## src/sv/hdir_pkg.sv

```systemverilog
// ----------------------------------------------------------------------------
// HID descriptor item repair package
// Shared types and constants for the descriptor item repair unit.
// ----------------------------------------------------------------------------
package hdir_pkg;

  // Byte that opens a long item.
  localparam logic [7:0] LongPrefix = 8'hFE;

  // Item types in bits 3..2 of a short item prefix.
  localparam logic [1:0] TypeMain   = 2'd0;
  localparam logic [1:0] TypeGlobal = 2'd1;
  localparam logic [1:0] TypeLocal  = 2'd2;

  // Item tags in bits 7..4 of a short item prefix.
  localparam logic [3:0] TagUsage       = 4'd0;
  localparam logic [3:0] TagUsagePage   = 4'd0;
  localparam logic [3:0] TagReportCount = 4'd9;
  localparam logic [3:0] TagInput       = 4'd8;
  localparam logic [3:0] TagOutput      = 4'd9;
  localparam logic [3:0] TagFeature     = 4'd11;

  // Prefixes of inserted items.
  localparam logic [7:0] PfxUsagePage1   = 8'h05;
  localparam logic [7:0] PfxUsagePage2   = 8'h06;
  localparam logic [7:0] PfxReportCount1 = 8'h95;
  localparam logic [7:0] PfxReportCount2 = 8'h96;
  localparam logic [7:0] PfxReportCount4 = 8'h97;

  // Emit buffer: up to five inserted bytes plus the passed-through byte.
  localparam int unsigned MaxInsert = 5;
  localparam int unsigned BufBytes  = MaxInsert + 1;

  // Configuration register indexes.
  typedef enum logic [1:0] {
    REG_REPAIR_ENABLE = 2'd0,
    REG_USAGE_PAGE    = 2'd1,
    REG_RPT_COUNT     = 2'd2
  } cfg_reg_e;

  // Parser position inside a long item header.
  typedef enum logic [1:0] {
    LP_PREFIX = 2'd0,
    LP_SIZE   = 2'd1,
    LP_TAG    = 2'd2
  } long_phase_e;

  // Kind of insertion made in front of a prefix.
  typedef enum logic [2:0] {
    INS_NONE,
    INS_PAGE1,
    INS_PAGE2,
    INS_COUNT1,
    INS_COUNT2,
    INS_COUNT4
  } insert_e;

  // Configuration register contents.
  typedef struct packed {
    logic        repair_enable;
    logic [15:0] usage_page;
    logic [31:0] count_value;
  } cfg_t;

  // One parsed request: bytes to emit, lowest byte first.
  typedef struct packed {
    logic [2:0]            ins_cnt;
    logic [8*BufBytes-1:0] bytes;
    logic                  last;
  } job_t;

endpackage

```

## src/sv/hdir_in_if.sv

```systemverilog
// ----------------------------------------------------------------------------
// HID descriptor input channel
// Valid/ready channel carrying one raw descriptor byte per request.
// ----------------------------------------------------------------------------
interface hdir_in_if;
  logic       valid;
  logic       ready;
  logic [7:0] desc_byte;
  logic       in_last;

  modport source (output valid, output desc_byte, output in_last, input ready);
  modport sink   (input valid, input desc_byte, input in_last, output ready);
endinterface

```

## src/sv/hdir_out_if.sv

```systemverilog
// ----------------------------------------------------------------------------
// HID descriptor output channel
// Valid/ready channel carrying one repaired descriptor byte per request.
// ----------------------------------------------------------------------------
interface hdir_out_if;
  logic       valid;
  logic       ready;
  logic [7:0] out_byte;
  logic       out_last;
  logic       run_end;

  modport source (output valid, output out_byte, output out_last, output run_end,
                  input ready);
  modport sink   (input valid, input out_byte, input out_last, input run_end,
                  output ready);
endinterface

```

## src/sv/hdir_parser.sv

```systemverilog
// ----------------------------------------------------------------------------
// HID descriptor item parser
// Tracks item boundaries and builds the byte sequence for each input byte.
// ----------------------------------------------------------------------------
module hdir_parser
  import hdir_pkg::*;
(
  input  logic       clk_i,
  input  logic       rst_ni,
  input  logic       accept_i,
  input  logic [7:0] desc_byte_i,
  input  logic       in_last_i,
  input  cfg_t       cfg_i,
  output job_t       job_o
);

  long_phase_e phase_q, phase_d;
  logic [7:0]  data_left_q, data_left_d;
  logic        page_done_q, page_done_d;
  logic        count_done_q, count_done_d;
  insert_e     ins_kind;

  logic [3:0] tag;
  logic [1:0] itype;
  logic [1:0] sz;

  assign tag   = desc_byte_i[7:4];
  assign itype = desc_byte_i[3:2];
  assign sz    = desc_byte_i[1:0];

  // Parser state registers.
  always_ff @(posedge clk_i or negedge rst_ni) begin
    if (!rst_ni) begin
      phase_q      <= LP_PREFIX;
      data_left_q  <= '0;
      page_done_q  <= 1'b0;
      count_done_q <= 1'b0;
    end else if (accept_i) begin
      phase_q      <= phase_d;
      data_left_q  <= data_left_d;
      page_done_q  <= page_done_d;
      count_done_q <= count_done_d;
    end
  end

  // Next state and the insertion decision for the current byte.
  always_comb begin
    phase_d      = phase_q;
    data_left_d  = data_left_q;
    page_done_d  = page_done_q;
    count_done_d = count_done_q;
    ins_kind     = INS_NONE;

    unique case (phase_q)
      LP_SIZE: begin
        data_left_d = desc_byte_i;
        phase_d     = LP_TAG;
      end
      LP_TAG: begin
        phase_d = LP_PREFIX;
      end
      default: begin
        if (data_left_q != 8'd0) begin
          data_left_d = data_left_q - 8'd1;
        end else if (desc_byte_i == LongPrefix) begin
          phase_d = LP_SIZE;
        end else begin
          data_left_d = (sz == 2'd3) ? 8'd4 : {6'd0, sz};

          // A usage ahead of any usage page gets a usage page in front.
          if (!page_done_q && tag == TagUsage) begin
            if (itype == TypeGlobal) begin
              page_done_d = 1'b1;
            end else if (itype == TypeLocal) begin
              page_done_d = 1'b1;
              if (cfg_i.repair_enable) begin
                ins_kind = (cfg_i.usage_page[15:8] == 8'd0) ? INS_PAGE1 : INS_PAGE2;
              end
            end
          end

          // The first input, output or feature item with no report count gets one ahead.
          if (!count_done_q) begin
            if (itype == TypeGlobal && tag == TagReportCount) begin
              count_done_d = 1'b1;
            end else if (itype == TypeMain &&
                         (tag == TagInput || tag == TagOutput || tag == TagFeature)) begin
              count_done_d = 1'b1;
              if (cfg_i.repair_enable) begin
                if (cfg_i.count_value[31:8] == 24'd0) begin
                  ins_kind = INS_COUNT1;
                end else if (cfg_i.count_value[31:16] == 16'd0) begin
                  ins_kind = INS_COUNT2;
                end else begin
                  ins_kind = INS_COUNT4;
                end
              end
            end
          end
        end
      end
    endcase

    // The final byte of a descriptor restarts the parse.
    if (in_last_i) begin
      phase_d      = LP_PREFIX;
      data_left_d  = '0;
      page_done_d  = 1'b0;
      count_done_d = 1'b0;
    end
  end

  // Lay out the emitted bytes, first byte in the low lane.
  always_comb begin
    job_o.last  = in_last_i;
    job_o.bytes = '0;
    unique case (ins_kind)
      INS_PAGE1: begin
        job_o.ins_cnt     = 3'd2;
        job_o.bytes[23:0] = {desc_byte_i, cfg_i.usage_page[7:0], PfxUsagePage1};
      end
      INS_PAGE2: begin
        job_o.ins_cnt     = 3'd3;
        job_o.bytes[31:0] = {desc_byte_i, cfg_i.usage_page, PfxUsagePage2};
      end
      INS_COUNT1: begin
        job_o.ins_cnt     = 3'd2;
        job_o.bytes[23:0] = {desc_byte_i, cfg_i.count_value[7:0], PfxReportCount1};
      end
      INS_COUNT2: begin
        job_o.ins_cnt     = 3'd3;
        job_o.bytes[31:0] = {desc_byte_i, cfg_i.count_value[15:0], PfxReportCount2};
      end
      INS_COUNT4: begin
        job_o.ins_cnt     = 3'd5;
        job_o.bytes[47:0] = {desc_byte_i, cfg_i.count_value, PfxReportCount4};
      end
      default: begin
        job_o.ins_cnt    = 3'd0;
        job_o.bytes[7:0] = desc_byte_i;
      end
    endcase
  end

endmodule

```

## src/sv/hdir_emitter.sv

```systemverilog
// ----------------------------------------------------------------------------
// HID descriptor byte emitter
// Holds one parsed request and sends its bytes one per cycle when not stalled.
// ----------------------------------------------------------------------------
module hdir_emitter
  import hdir_pkg::*;
(
  input  logic       clk_i,
  input  logic       rst_ni,
  input  logic       job_valid_i,
  output logic       job_ready_o,
  input  job_t       job_i,
  hdir_out_if.source desc_out
);

  logic                  valid_q;
  logic [2:0]            cnt_q;
  logic [8*BufBytes-1:0] bytes_q;
  logic                  last_q;
  logic                  load;
  logic                  out_fire;
  logic                  final_byte;

  assign final_byte  = (cnt_q == 3'd0);
  assign out_fire    = valid_q && desc_out.ready;
  assign job_ready_o = !valid_q || (desc_out.ready && final_byte);
  assign load        = job_valid_i && job_ready_o;

  // Output valid and the count of inserted bytes still ahead.
  always_ff @(posedge clk_i or negedge rst_ni) begin
    if (!rst_ni) begin
      valid_q <= 1'b0;
      cnt_q   <= '0;
    end else if (load) begin
      valid_q <= 1'b1;
      cnt_q   <= job_i.ins_cnt;
    end else if (out_fire) begin
      if (final_byte) begin
        valid_q <= 1'b0;
      end else begin
        cnt_q <= cnt_q - 3'd1;
      end
    end
  end

  // Byte buffer shifts down by one byte per request sent.
  always_ff @(posedge clk_i) begin
    if (load) begin
      bytes_q <= job_i.bytes;
      last_q  <= job_i.last;
    end else if (out_fire && !final_byte) begin
      bytes_q <= {8'd0, bytes_q[8*BufBytes-1:8]};
    end
  end

  assign desc_out.valid    = valid_q;
  assign desc_out.out_byte = bytes_q[7:0];
  assign desc_out.out_last = final_byte && last_q;
  assign desc_out.run_end  = final_byte;

endmodule

```

## src/sv/hid_descriptor_item_repair_unit.sv

```systemverilog
// ----------------------------------------------------------------------------
// HID descriptor item repair unit
// Passes a HID report descriptor through byte by byte and inserts a missing
// usage page or report count item where the descriptor needs one.
// ----------------------------------------------------------------------------
// Usage:
// Descriptor bytes enter on desc_in, one per request, with in_last on the
// final byte of a descriptor. Repaired bytes leave on desc_out; run_end marks
// the last byte produced for an input byte, which is always the copy of that
// input byte, and out_last repeats in_last on that copy.
// Configuration is written through cfg_we_i, cfg_idx_i and cfg_data_i while
// the unit is idle: repair enable, usage page and report count.
// The first output byte is registered and appears in the cycle after its
// input byte is accepted. Plain bytes that need no insertion flow at one per
// cycle while the receiver is ready; a byte with an insertion holds the output
// register until its inserted item of 2, 3 or 5 bytes and its own copy have
// gone out, and input stalls meanwhile. The next byte is taken while the last
// byte of the current request is being handed over.
// Reset clears the parser state, the configuration and the output valid flag.
// When the receiver stalls, the output byte holds and input backs up after
// one buffered request.
// ----------------------------------------------------------------------------
module hid_descriptor_item_repair_unit
  import hdir_pkg::*;
(
  input  logic        clk_i,
  input  logic        rst_ni,
  hdir_in_if.sink     desc_in,
  hdir_out_if.source  desc_out,
  input  logic        cfg_we_i,
  input  logic [1:0]  cfg_idx_i,
  input  logic [31:0] cfg_data_i
);

  cfg_t cfg_q;
  job_t job;
  logic in_ready;
  logic in_fire;

  // Configuration registers.
  always_ff @(posedge clk_i or negedge rst_ni) begin
    if (!rst_ni) begin
      cfg_q <= '0;
    end else if (cfg_we_i) begin
      unique case (cfg_idx_i)
        REG_REPAIR_ENABLE: cfg_q.repair_enable <= cfg_data_i[0];
        REG_USAGE_PAGE:    cfg_q.usage_page    <= cfg_data_i[15:0];
        REG_RPT_COUNT:     cfg_q.count_value   <= cfg_data_i;
        default: ;
      endcase
    end
  end

  assign desc_in.ready = in_ready;
  assign in_fire       = desc_in.valid && in_ready;

  hdir_parser u_parser (
    .clk_i       (clk_i),
    .rst_ni      (rst_ni),
    .accept_i    (in_fire),
    .desc_byte_i (desc_in.desc_byte),
    .in_last_i   (desc_in.in_last),
    .cfg_i       (cfg_q),
    .job_o       (job)
  );

  hdir_emitter u_emitter (
    .clk_i       (clk_i),
    .rst_ni      (rst_ni),
    .job_valid_i (desc_in.valid),
    .job_ready_o (in_ready),
    .job_i       (job),
    .desc_out    (desc_out)
  );

endmodule
```

## src/flat_wrapper.sv

```systemverilog
// flat-port wrapper written by rule: the top's interface ports become plain ports
module hid_descriptor_item_repair_unit_flat import hdir_pkg::*;
  (clk_i, rst_ni, cfg_we_i, cfg_idx_i, cfg_data_i, desc_in_valid, desc_in_desc_byte, desc_in_in_last, desc_in_ready, desc_out_valid, desc_out_out_byte, desc_out_out_last, desc_out_run_end, desc_out_ready);
  hdir_in_if desc_in_i ();
  hdir_out_if desc_out_i ();
  input  logic clk_i;
  input  logic rst_ni;
  input  logic cfg_we_i;
  input  logic [1:0] cfg_idx_i;
  input  logic [31:0] cfg_data_i;
  input wire logic [$bits(desc_in_i.valid)-1:0] desc_in_valid;
  input wire logic [$bits(desc_in_i.desc_byte)-1:0] desc_in_desc_byte;
  input wire logic [$bits(desc_in_i.in_last)-1:0] desc_in_in_last;
  output wire logic [$bits(desc_in_i.ready)-1:0] desc_in_ready;
  output wire logic [$bits(desc_out_i.valid)-1:0] desc_out_valid;
  output wire logic [$bits(desc_out_i.out_byte)-1:0] desc_out_out_byte;
  output wire logic [$bits(desc_out_i.out_last)-1:0] desc_out_out_last;
  output wire logic [$bits(desc_out_i.run_end)-1:0] desc_out_run_end;
  input wire logic [$bits(desc_out_i.ready)-1:0] desc_out_ready;
  assign desc_in_i.valid = desc_in_valid;
  assign desc_in_i.desc_byte = desc_in_desc_byte;
  assign desc_in_i.in_last = desc_in_in_last;
  assign desc_in_ready = desc_in_i.ready;
  assign desc_out_valid = desc_out_i.valid;
  assign desc_out_out_byte = desc_out_i.out_byte;
  assign desc_out_out_last = desc_out_i.out_last;
  assign desc_out_run_end = desc_out_i.run_end;
  assign desc_out_i.ready = desc_out_ready;
  hid_descriptor_item_repair_unit u_core (.clk_i(clk_i), .rst_ni(rst_ni), .desc_in(desc_in_i), .desc_out(desc_out_i), .cfg_we_i(cfg_we_i), .cfg_idx_i(cfg_idx_i), .cfg_data_i(cfg_data_i));
endmodule
```

## config.mk

```make
export PLATFORM = sky130hd
export DESIGN_NAME = hid_descriptor_item_repair_unit_flat
export DESIGN_NICKNAME = d
export VERILOG_FILES = /design/src/sv/hdir_pkg.sv /design/src/sv/hdir_in_if.sv /design/src/sv/hdir_out_if.sv /design/src/sv/hdir_parser.sv /design/src/sv/hdir_emitter.sv /design/src/sv/hid_descriptor_item_repair_unit.sv /design/src/flat_wrapper.sv
export SDC_FILE = /design/constraint.sdc
export NUM_CORES = 1
export LEC_CHECK = 0
export ABC_AREA = 0
export BUFFER_PORTS_ARGS = -buffer_cell sky130_fd_sc_hd__buf_2
export CAP_MARGIN = 20
export CORE_MARGIN = 2
export CORE_UTILIZATION = 30
export CTS_BUF_LIST = sky130_fd_sc_hd__clkbuf_8
export CTS_CLUSTER_DIAMETER = 150
export DETAILED_ROUTE_END_ITERATION = 8
export GPL_ROUTABILITY_DRIVEN = 0
export HOLD_SLACK_MARGIN = 0.08
export PLACE_DENSITY = 0.43
export SLEW_MARGIN = 5
export SYNTH_ARGS = -nofsm -noshare
export SYNTH_HDL_FRONTEND = slang
export SYNTH_SLANG_ARGS = --single-unit
```

## constraint.sdc

```tcl
create_clock -name clk_i -period 10 [get_ports clk_i]
set_clock_uncertainty 0.05 [all_clocks]
set_input_delay 2 -clock clk_i [delete_from_list [all_inputs] [get_ports clk_i]]
set_output_delay 2 -clock clk_i [all_outputs]
set_load 0.02 [all_outputs]
```

# Word-level counts from Yosys, hierarchy flattened
# Cells that the tools add are included.
classes:
  reduce_logical: 41
  n_addsub: 2
  n_eq_ne: 23
  muxes: 50
ops:
  columns: ["operator", "n"]
  rows:
  - ["48-bit two-way mux", 2]
  - ["16-bit one-hot mux with 4 select lines", 1]
  - ["8-bit one-hot mux with 5 select lines", 1]
  - ["3-bit two-way mux", 12]
  - ["8-bit one-hot mux with 2 select lines", 2]
  - ["24-bit zero test", 1]
  - ["8-bit two-way mux", 3]
  - ["1-bit two-way mux", 18]
  - ["16-bit zero test", 1]
  - ["16-bit two-way mux", 1]
  - ["2-bit two-way mux", 8]
  - ["4-bit equality test, second input constant", 3]
  - ["2-bit AND reduction", 5]
  - ["3-bit one-hot mux with 3 select lines", 1]
  - ["2-bit equality test, second input constant", 4]
  - ["8-bit equality test, second input constant", 1]
  - ["1-bit logical AND", 8]
  - ["8-bit zero test", 1]
  - ["2-bit nonzero test", 4]
  - ["8-bit nonzero test", 1]
  - ["2-bit OR reduction", 4]
  - ["8-bit by 1-bit subtractor with 8-bit output, second input constant", 1]
  - ["2-bit by 1-bit equality test with 1-bit output, second input constant", 3]
  - ["3-bit by 2-bit equality test with 1-bit output, second input constant", 2]
  - ["other kinds (18)", 28]
word_totals:
  output_inout_bits: 12
  reg_bits: 114

# Depth between registers and ports, before layout
depth:
  depth_word: 17
  ltp_mapped: 9
  mapped_depth_nobuf: 8

# By module
# From an unflattened synthesis, not the netlist that was laid out.
unflattened:
  hier_cells: 474
  hier_area_um2: 6177.2
modules_own_cells:
  columns: ["module", "n_inst", "cells_each", "area_each_um2"]
  rows:
  - ["hdir_emitter", 1, 147, 2417.3]
  - ["hid_descriptor_item_repair_unit", 1, 106, 2026.9]
  - ["hdir_parser", 1, 221, 1732.9]

# Least setup slack after synthesis
# OpenSTA, ideal clock, no wires.
synth_path:
  kind: "input to register"
  startpoint: "input desc_in_valid"
  endpoint: "register u_core.u_emitter.cnt_q[2]"
  n_path_buf: 0
  path_slack_ns: 4.579
  required_ns: 9.825
  setup_ns: 0.125
  path_stages: 4
  t_arrival_ns: 5.246
  path_cell_list: "a21oi_1 > a21oi_1 > o21ai_0 > a211o_1"
synth_between:
  elab_chain_cells: 3
synth_rtl:
  columns: ["item", "line", "text"]
  rows:
  - ["start, declared", "flat_wrapper.sv:11", "input wire logic [$bits(desc_in_i.valid)-1:0] desc_in_valid;"]
  - ["1-bit logical AND *", "hdir_emitter.sv:27", "assign load = job_valid_i && job_ready_o;"]
  - ["2-bit by 1-bit != test with 1-bit output (no source line) / 2-bit nonzero test (equally long branches)", null, null]
  - ["2-bit AND reduction (no source line)", null, null]
  - ["end signal, assigned", "hdir_emitter.sv:36", "cnt_q <= job_i.ins_cnt;"]
  - ["end signal, assigned", "hdir_emitter.sv:41", "cnt_q <= cnt_q - 3'd1;"]
  - ["end, declared", "hdir_emitter.sv:17", "logic [2:0] cnt_q;"]
# Every way passes the cells marked *; elsewhere a longest branch is shown, timed or not.
# A chain may end at the register's enable or synchronous reset.

# Final worst setup path
layout_path:
  startpoint: "input desc_out_ready"
  endpoint: "output desc_in_ready"
layout_between:
  elab_chain_cells: 2
layout_rtl:
  columns: ["item", "line", "text"]
  rows:
  - ["start, declared", "flat_wrapper.sv:19", "input wire logic [$bits(desc_out_i.ready)-1:0] desc_out_ready;"]
  - ["1-bit logical AND", "hdir_emitter.sv:26", "assign job_ready_o = !valid_q || (desc_out.ready && final_byte);"]
  - ["1-bit logical OR", "hdir_emitter.sv:26", null]
  - ["end, declared", "flat_wrapper.sv:14", "output wire logic [$bits(desc_in_i.ready)-1:0] desc_in_ready;"]
# Every way passes these cells.

==> flow_summary.json <==
{
  "track_usage_pct": 15.4,
  "cp.arrival_ps": 2510,
  "area_growth_syn_to_layout_pct": 16.3,
  "ys_seq_area_share_pct": 56.2,
  "ys_types": 65,
  "yosysMostFrequentCell": "dfrtp_1",
  "antenna_found_initial": 0,
  "io_pins": 60,
  "clkTransAtPathRegs_ps": 70,
  "cts.sinks": 114,
  "worstSetupPathType": "in -> out",
  "num_rows": 49,
  "die_area_mm2": 0.0195,
  "setup_viol_count_final": 0,
  "async_flop_share_pct": 57.0,
  "end_kind": "primary output",
  "ys_ff_latch": 114,
  "p_per_area_mw_per_mm2": 237,
  "yosys.area.top_type": "dfrtp_1",
  "cts_setup_buffers": 0,
  "hold_viol": 0,
  "routed_via_density": 5.01,
  "wl_per_cell_um": 18.6,
  "dr.pass1.iters": 4,
  "post_cts_resized": 0,
  "core-area_mm2": 0.0180,
  "clk_path_buf_depth": 2,
  "cts_tree": "yes",
  "cts_made_buffers": 17,
  "place_hpwl_um": 9710,
  "drc": 0,
  "nNetsFinal": 576,
  "slowest_delay_ps": 180,
  "io_buffers": 59,
  "overflow": 0,
  "worst_path_most_repeated_cell": "buf_2",
  "p_switching_mw": 0.477,
  "clkPwrFrac_pct": 28.7,
  "vias": 3820,
  "syn_area_per_cell_um2": 11.9,
  "critPathTopFamily": "buffers and inverters",
  "place_ws_ps": 5440,
  "finalSetupTns_ps": 0,
  "swShare_pct": 31.5,
  "tightest_slew_ps": 882,
  "hold-worst-slack_ps": 463,
  "maxSlewViolCount": 0,
  "fin_total_pwr_mw": 1.52,
  "power.internal_mw": 1.04,
  "grt_pass1_vias": 4063,
  "dieWidth_um": 140,
  "critPathSlowestCell": "buf_2",
  "synth_top_cell_area_share_pct": 29.5,
  "ys.flop_type": "dfrtp_1",
  "grt_setup_unrepaired": "false",
  "finalNonFillerCells": 763,
  "fmax_ghz": 0.220,
  "min_path_type": "reg -> reg",
  "seqPwrFrac_pct": 47.2,
  "crit_chain": "buf_2 -> nand3b_1 -> nand2_1 -> buf_2",
  "critPathLaunchType": "input port",
  "status": "complete, no violations",
  "netlist_area_mm2": 0.00551,
  "drt_iter0_drc": 233,
  "synthTopCellsByCount": "dfrtp_1 (65), nand2_1 (57), mux2_2 (51)",
  "placed_cells": 731,
  "dieHeight_um": 140,
  "cts-root-buf": "clkbuf_8",
  "fin_ws_ps": 5440,
  "relSlewSlack_pct": 41.0,
  "start_util_pct": 30.6,
  "vdd_drop_max_v": 0.0000785,
  "crit_required_ps": 7950,
  "antenna_left": 0,
  "cp_num_buf_inv": 2,
  "htreeDepth": 4,
  "synth_area_leaders": "dfrtp_1 (30%), edfxtp_1 (27%), mux2_2 (10%)",
  "netlist_instances": 463,
  "grt_pass1_wl_um": 23000,
  "grt_max_degree": 66,
  "antennaDiodeCount": 0,
  "wl_um": 14200,
  "fin_crit_ps": 4560,
  "postCtsHoldBufs": 0,
  "combPwrFrac_pct": 24.1,
  "crit_path_max_fanout": 3,
  "yosys_warnings": 0,
  "cap_violations": 0,
  "drive_above_1_share_pct": 29.8,
  "synth_edf_count": 49,
  "clkLatencyLatePin_ps": 430,
  "static-leakage-power_nw": 2.65,
  "post-route-period-util_pct": 45.6
}
logic make-up (layout without fill, tap and decap cells):
| kind of cell | after synthesis | count (layout) | synth area share (%) |
|---|---|---|---|
| flip-flops | 114 | 114 | 56.2 |
| AO/OA/AOI/OAI | 102 | 102 | 13.2 |
| adder cells (fa/ha/maj) | 8 | 8 | 1.77 |
| multiplexers | 52 | 52 | 10.6 |
| AND/OR/NAND/NOR | 138 | 138 | 13.9 |
| buffers and inverters | 44 | 113 | 3.63 |
| other | 1 | 3 | 0.0680 |
| XOR/XNOR | 4 | 4 | 0.636 |
routing by layer:
| metal | global-route usage, % | up-vias | share of wire (%) |
|---|---|---|---|
| met5 | 0 | - | 0 |
| met4 | 5.89 | 0 | 0.96 |
| met3 | 4.23 | 8 | 4.5 |
| met2 | 24.6 | 88 | 50 |
| met1 | 20.1 | 1882 | 45 |
| li1 | - | 1842 | - |
registers in the layout, indices dropped and copies added (netlist names):
signal	flops
u_core.u_emitter.desc_out.valid	1
u_core.u_parser.count_done_q	1
u_core.u_parser.page_done_q	1
u_core.u_parser.phase_q	2
u_core.u_emitter.cnt_q	3
u_core.cfg_q	49
u_core.u_parser.data_left_q	8
u_core.u_emitter.last_q	1
u_core.u_emitter.bytes_q	48
power by group through the flow:
stage / clock network, mW / registers (mW) / logic (mW)
after floorplan: 0 / 0.699 / 0.282
after global placement: 0 / 0.725 / 0.364
after detailed placement: 0 / 0.727 / 0.368
after CTS: 0.452 / 0.718 / 0.370
after global routing: 0.475 / 0.733 / 0.413
final: 0.436 / 0.716 / 0.365
worst paths after layout:
| path | end | slack, ps | depth (start not counted) | from |
|---|---|---|---|---|
| setup / recovery | desc_in_ready | 5440 | 4 | desc_out_ready |
| hold / removal | u_core.u_emitter.bytes_q[8] | 460 | 2 | u_core.u_emitter.bytes_q[16] |
| setup reg to reg | u_core.u_emitter.bytes_q[28] | 6980 | 7 | u_core.u_parser.data_left_q[0] |
| hold reg to reg | u_core.u_emitter.bytes_q[8] | 460 | 2 | u_core.u_emitter.bytes_q[16] |
| max in group asynchronous | u_core.cfg_q[7] | 7610 | 2 | rst_ni |
| min in group asynchronous | u_core.u_emitter.cnt_q[0] | 1710 | 2 | rst_ni |
cells in the final DEF (no fill, tap or decap), drive strengths merged, types with 3 or more instances in the layout:
cell,count
edfxtp,49
a31oi,3
or3,3
and2,7
nor3b,3
mux2,51
conb,3
o21ai,19
xor2,3
inv,20
nor2,16
nand3b,4
nand2b,4
nand2,58
clkbuf,18
dfrtp,65
nor3,8
nand3,4
nor4,13
buf,65
a221oi,3
bufinv,3
o2bb2ai,3
a22oi,15
nand4,6
a21o,5
a21oi,20
clkinv,6
or4,3
ha,7
a22o,12
a221o,6
final cells by class:
| cell class | count | area [um2] |
|---|---|---|
| Multi-Input combinational cell | 307 | 2230 |
| Inverter | 16 | 60.1 |
| Tap cell | 229 | 287 |
| Clock inverter | 14 | 148 |
| Fill cell | 1833 | 11600 |
| Clock buffer | 18 | 248 |
| Timing Repair Buffer | 65 | 340 |
| Sequential cell | 114 | 3100 |
per-stage QoR:
stage / area [um2] / util, %
5_1_grt: 6410 / 35.6
4_1_cts: 6410 / 35.6
3_5_place_dp: 6020 / 33.4
6_report: 6410 / 35.6
2_1_floorplan: 5520 / -
3_3_place_gp: 6020 / 33.4
worst reg2reg max path, cell delays in order, from the launching register on:
cell	delay [ps]
dfrtp_1	410
inv_1	150
ha_1	210
nor3b_1	630
nand2_4	240
nor4_4	800
a22o_1	290
a21o_1	110
Power figures use the tool's default switching activity.
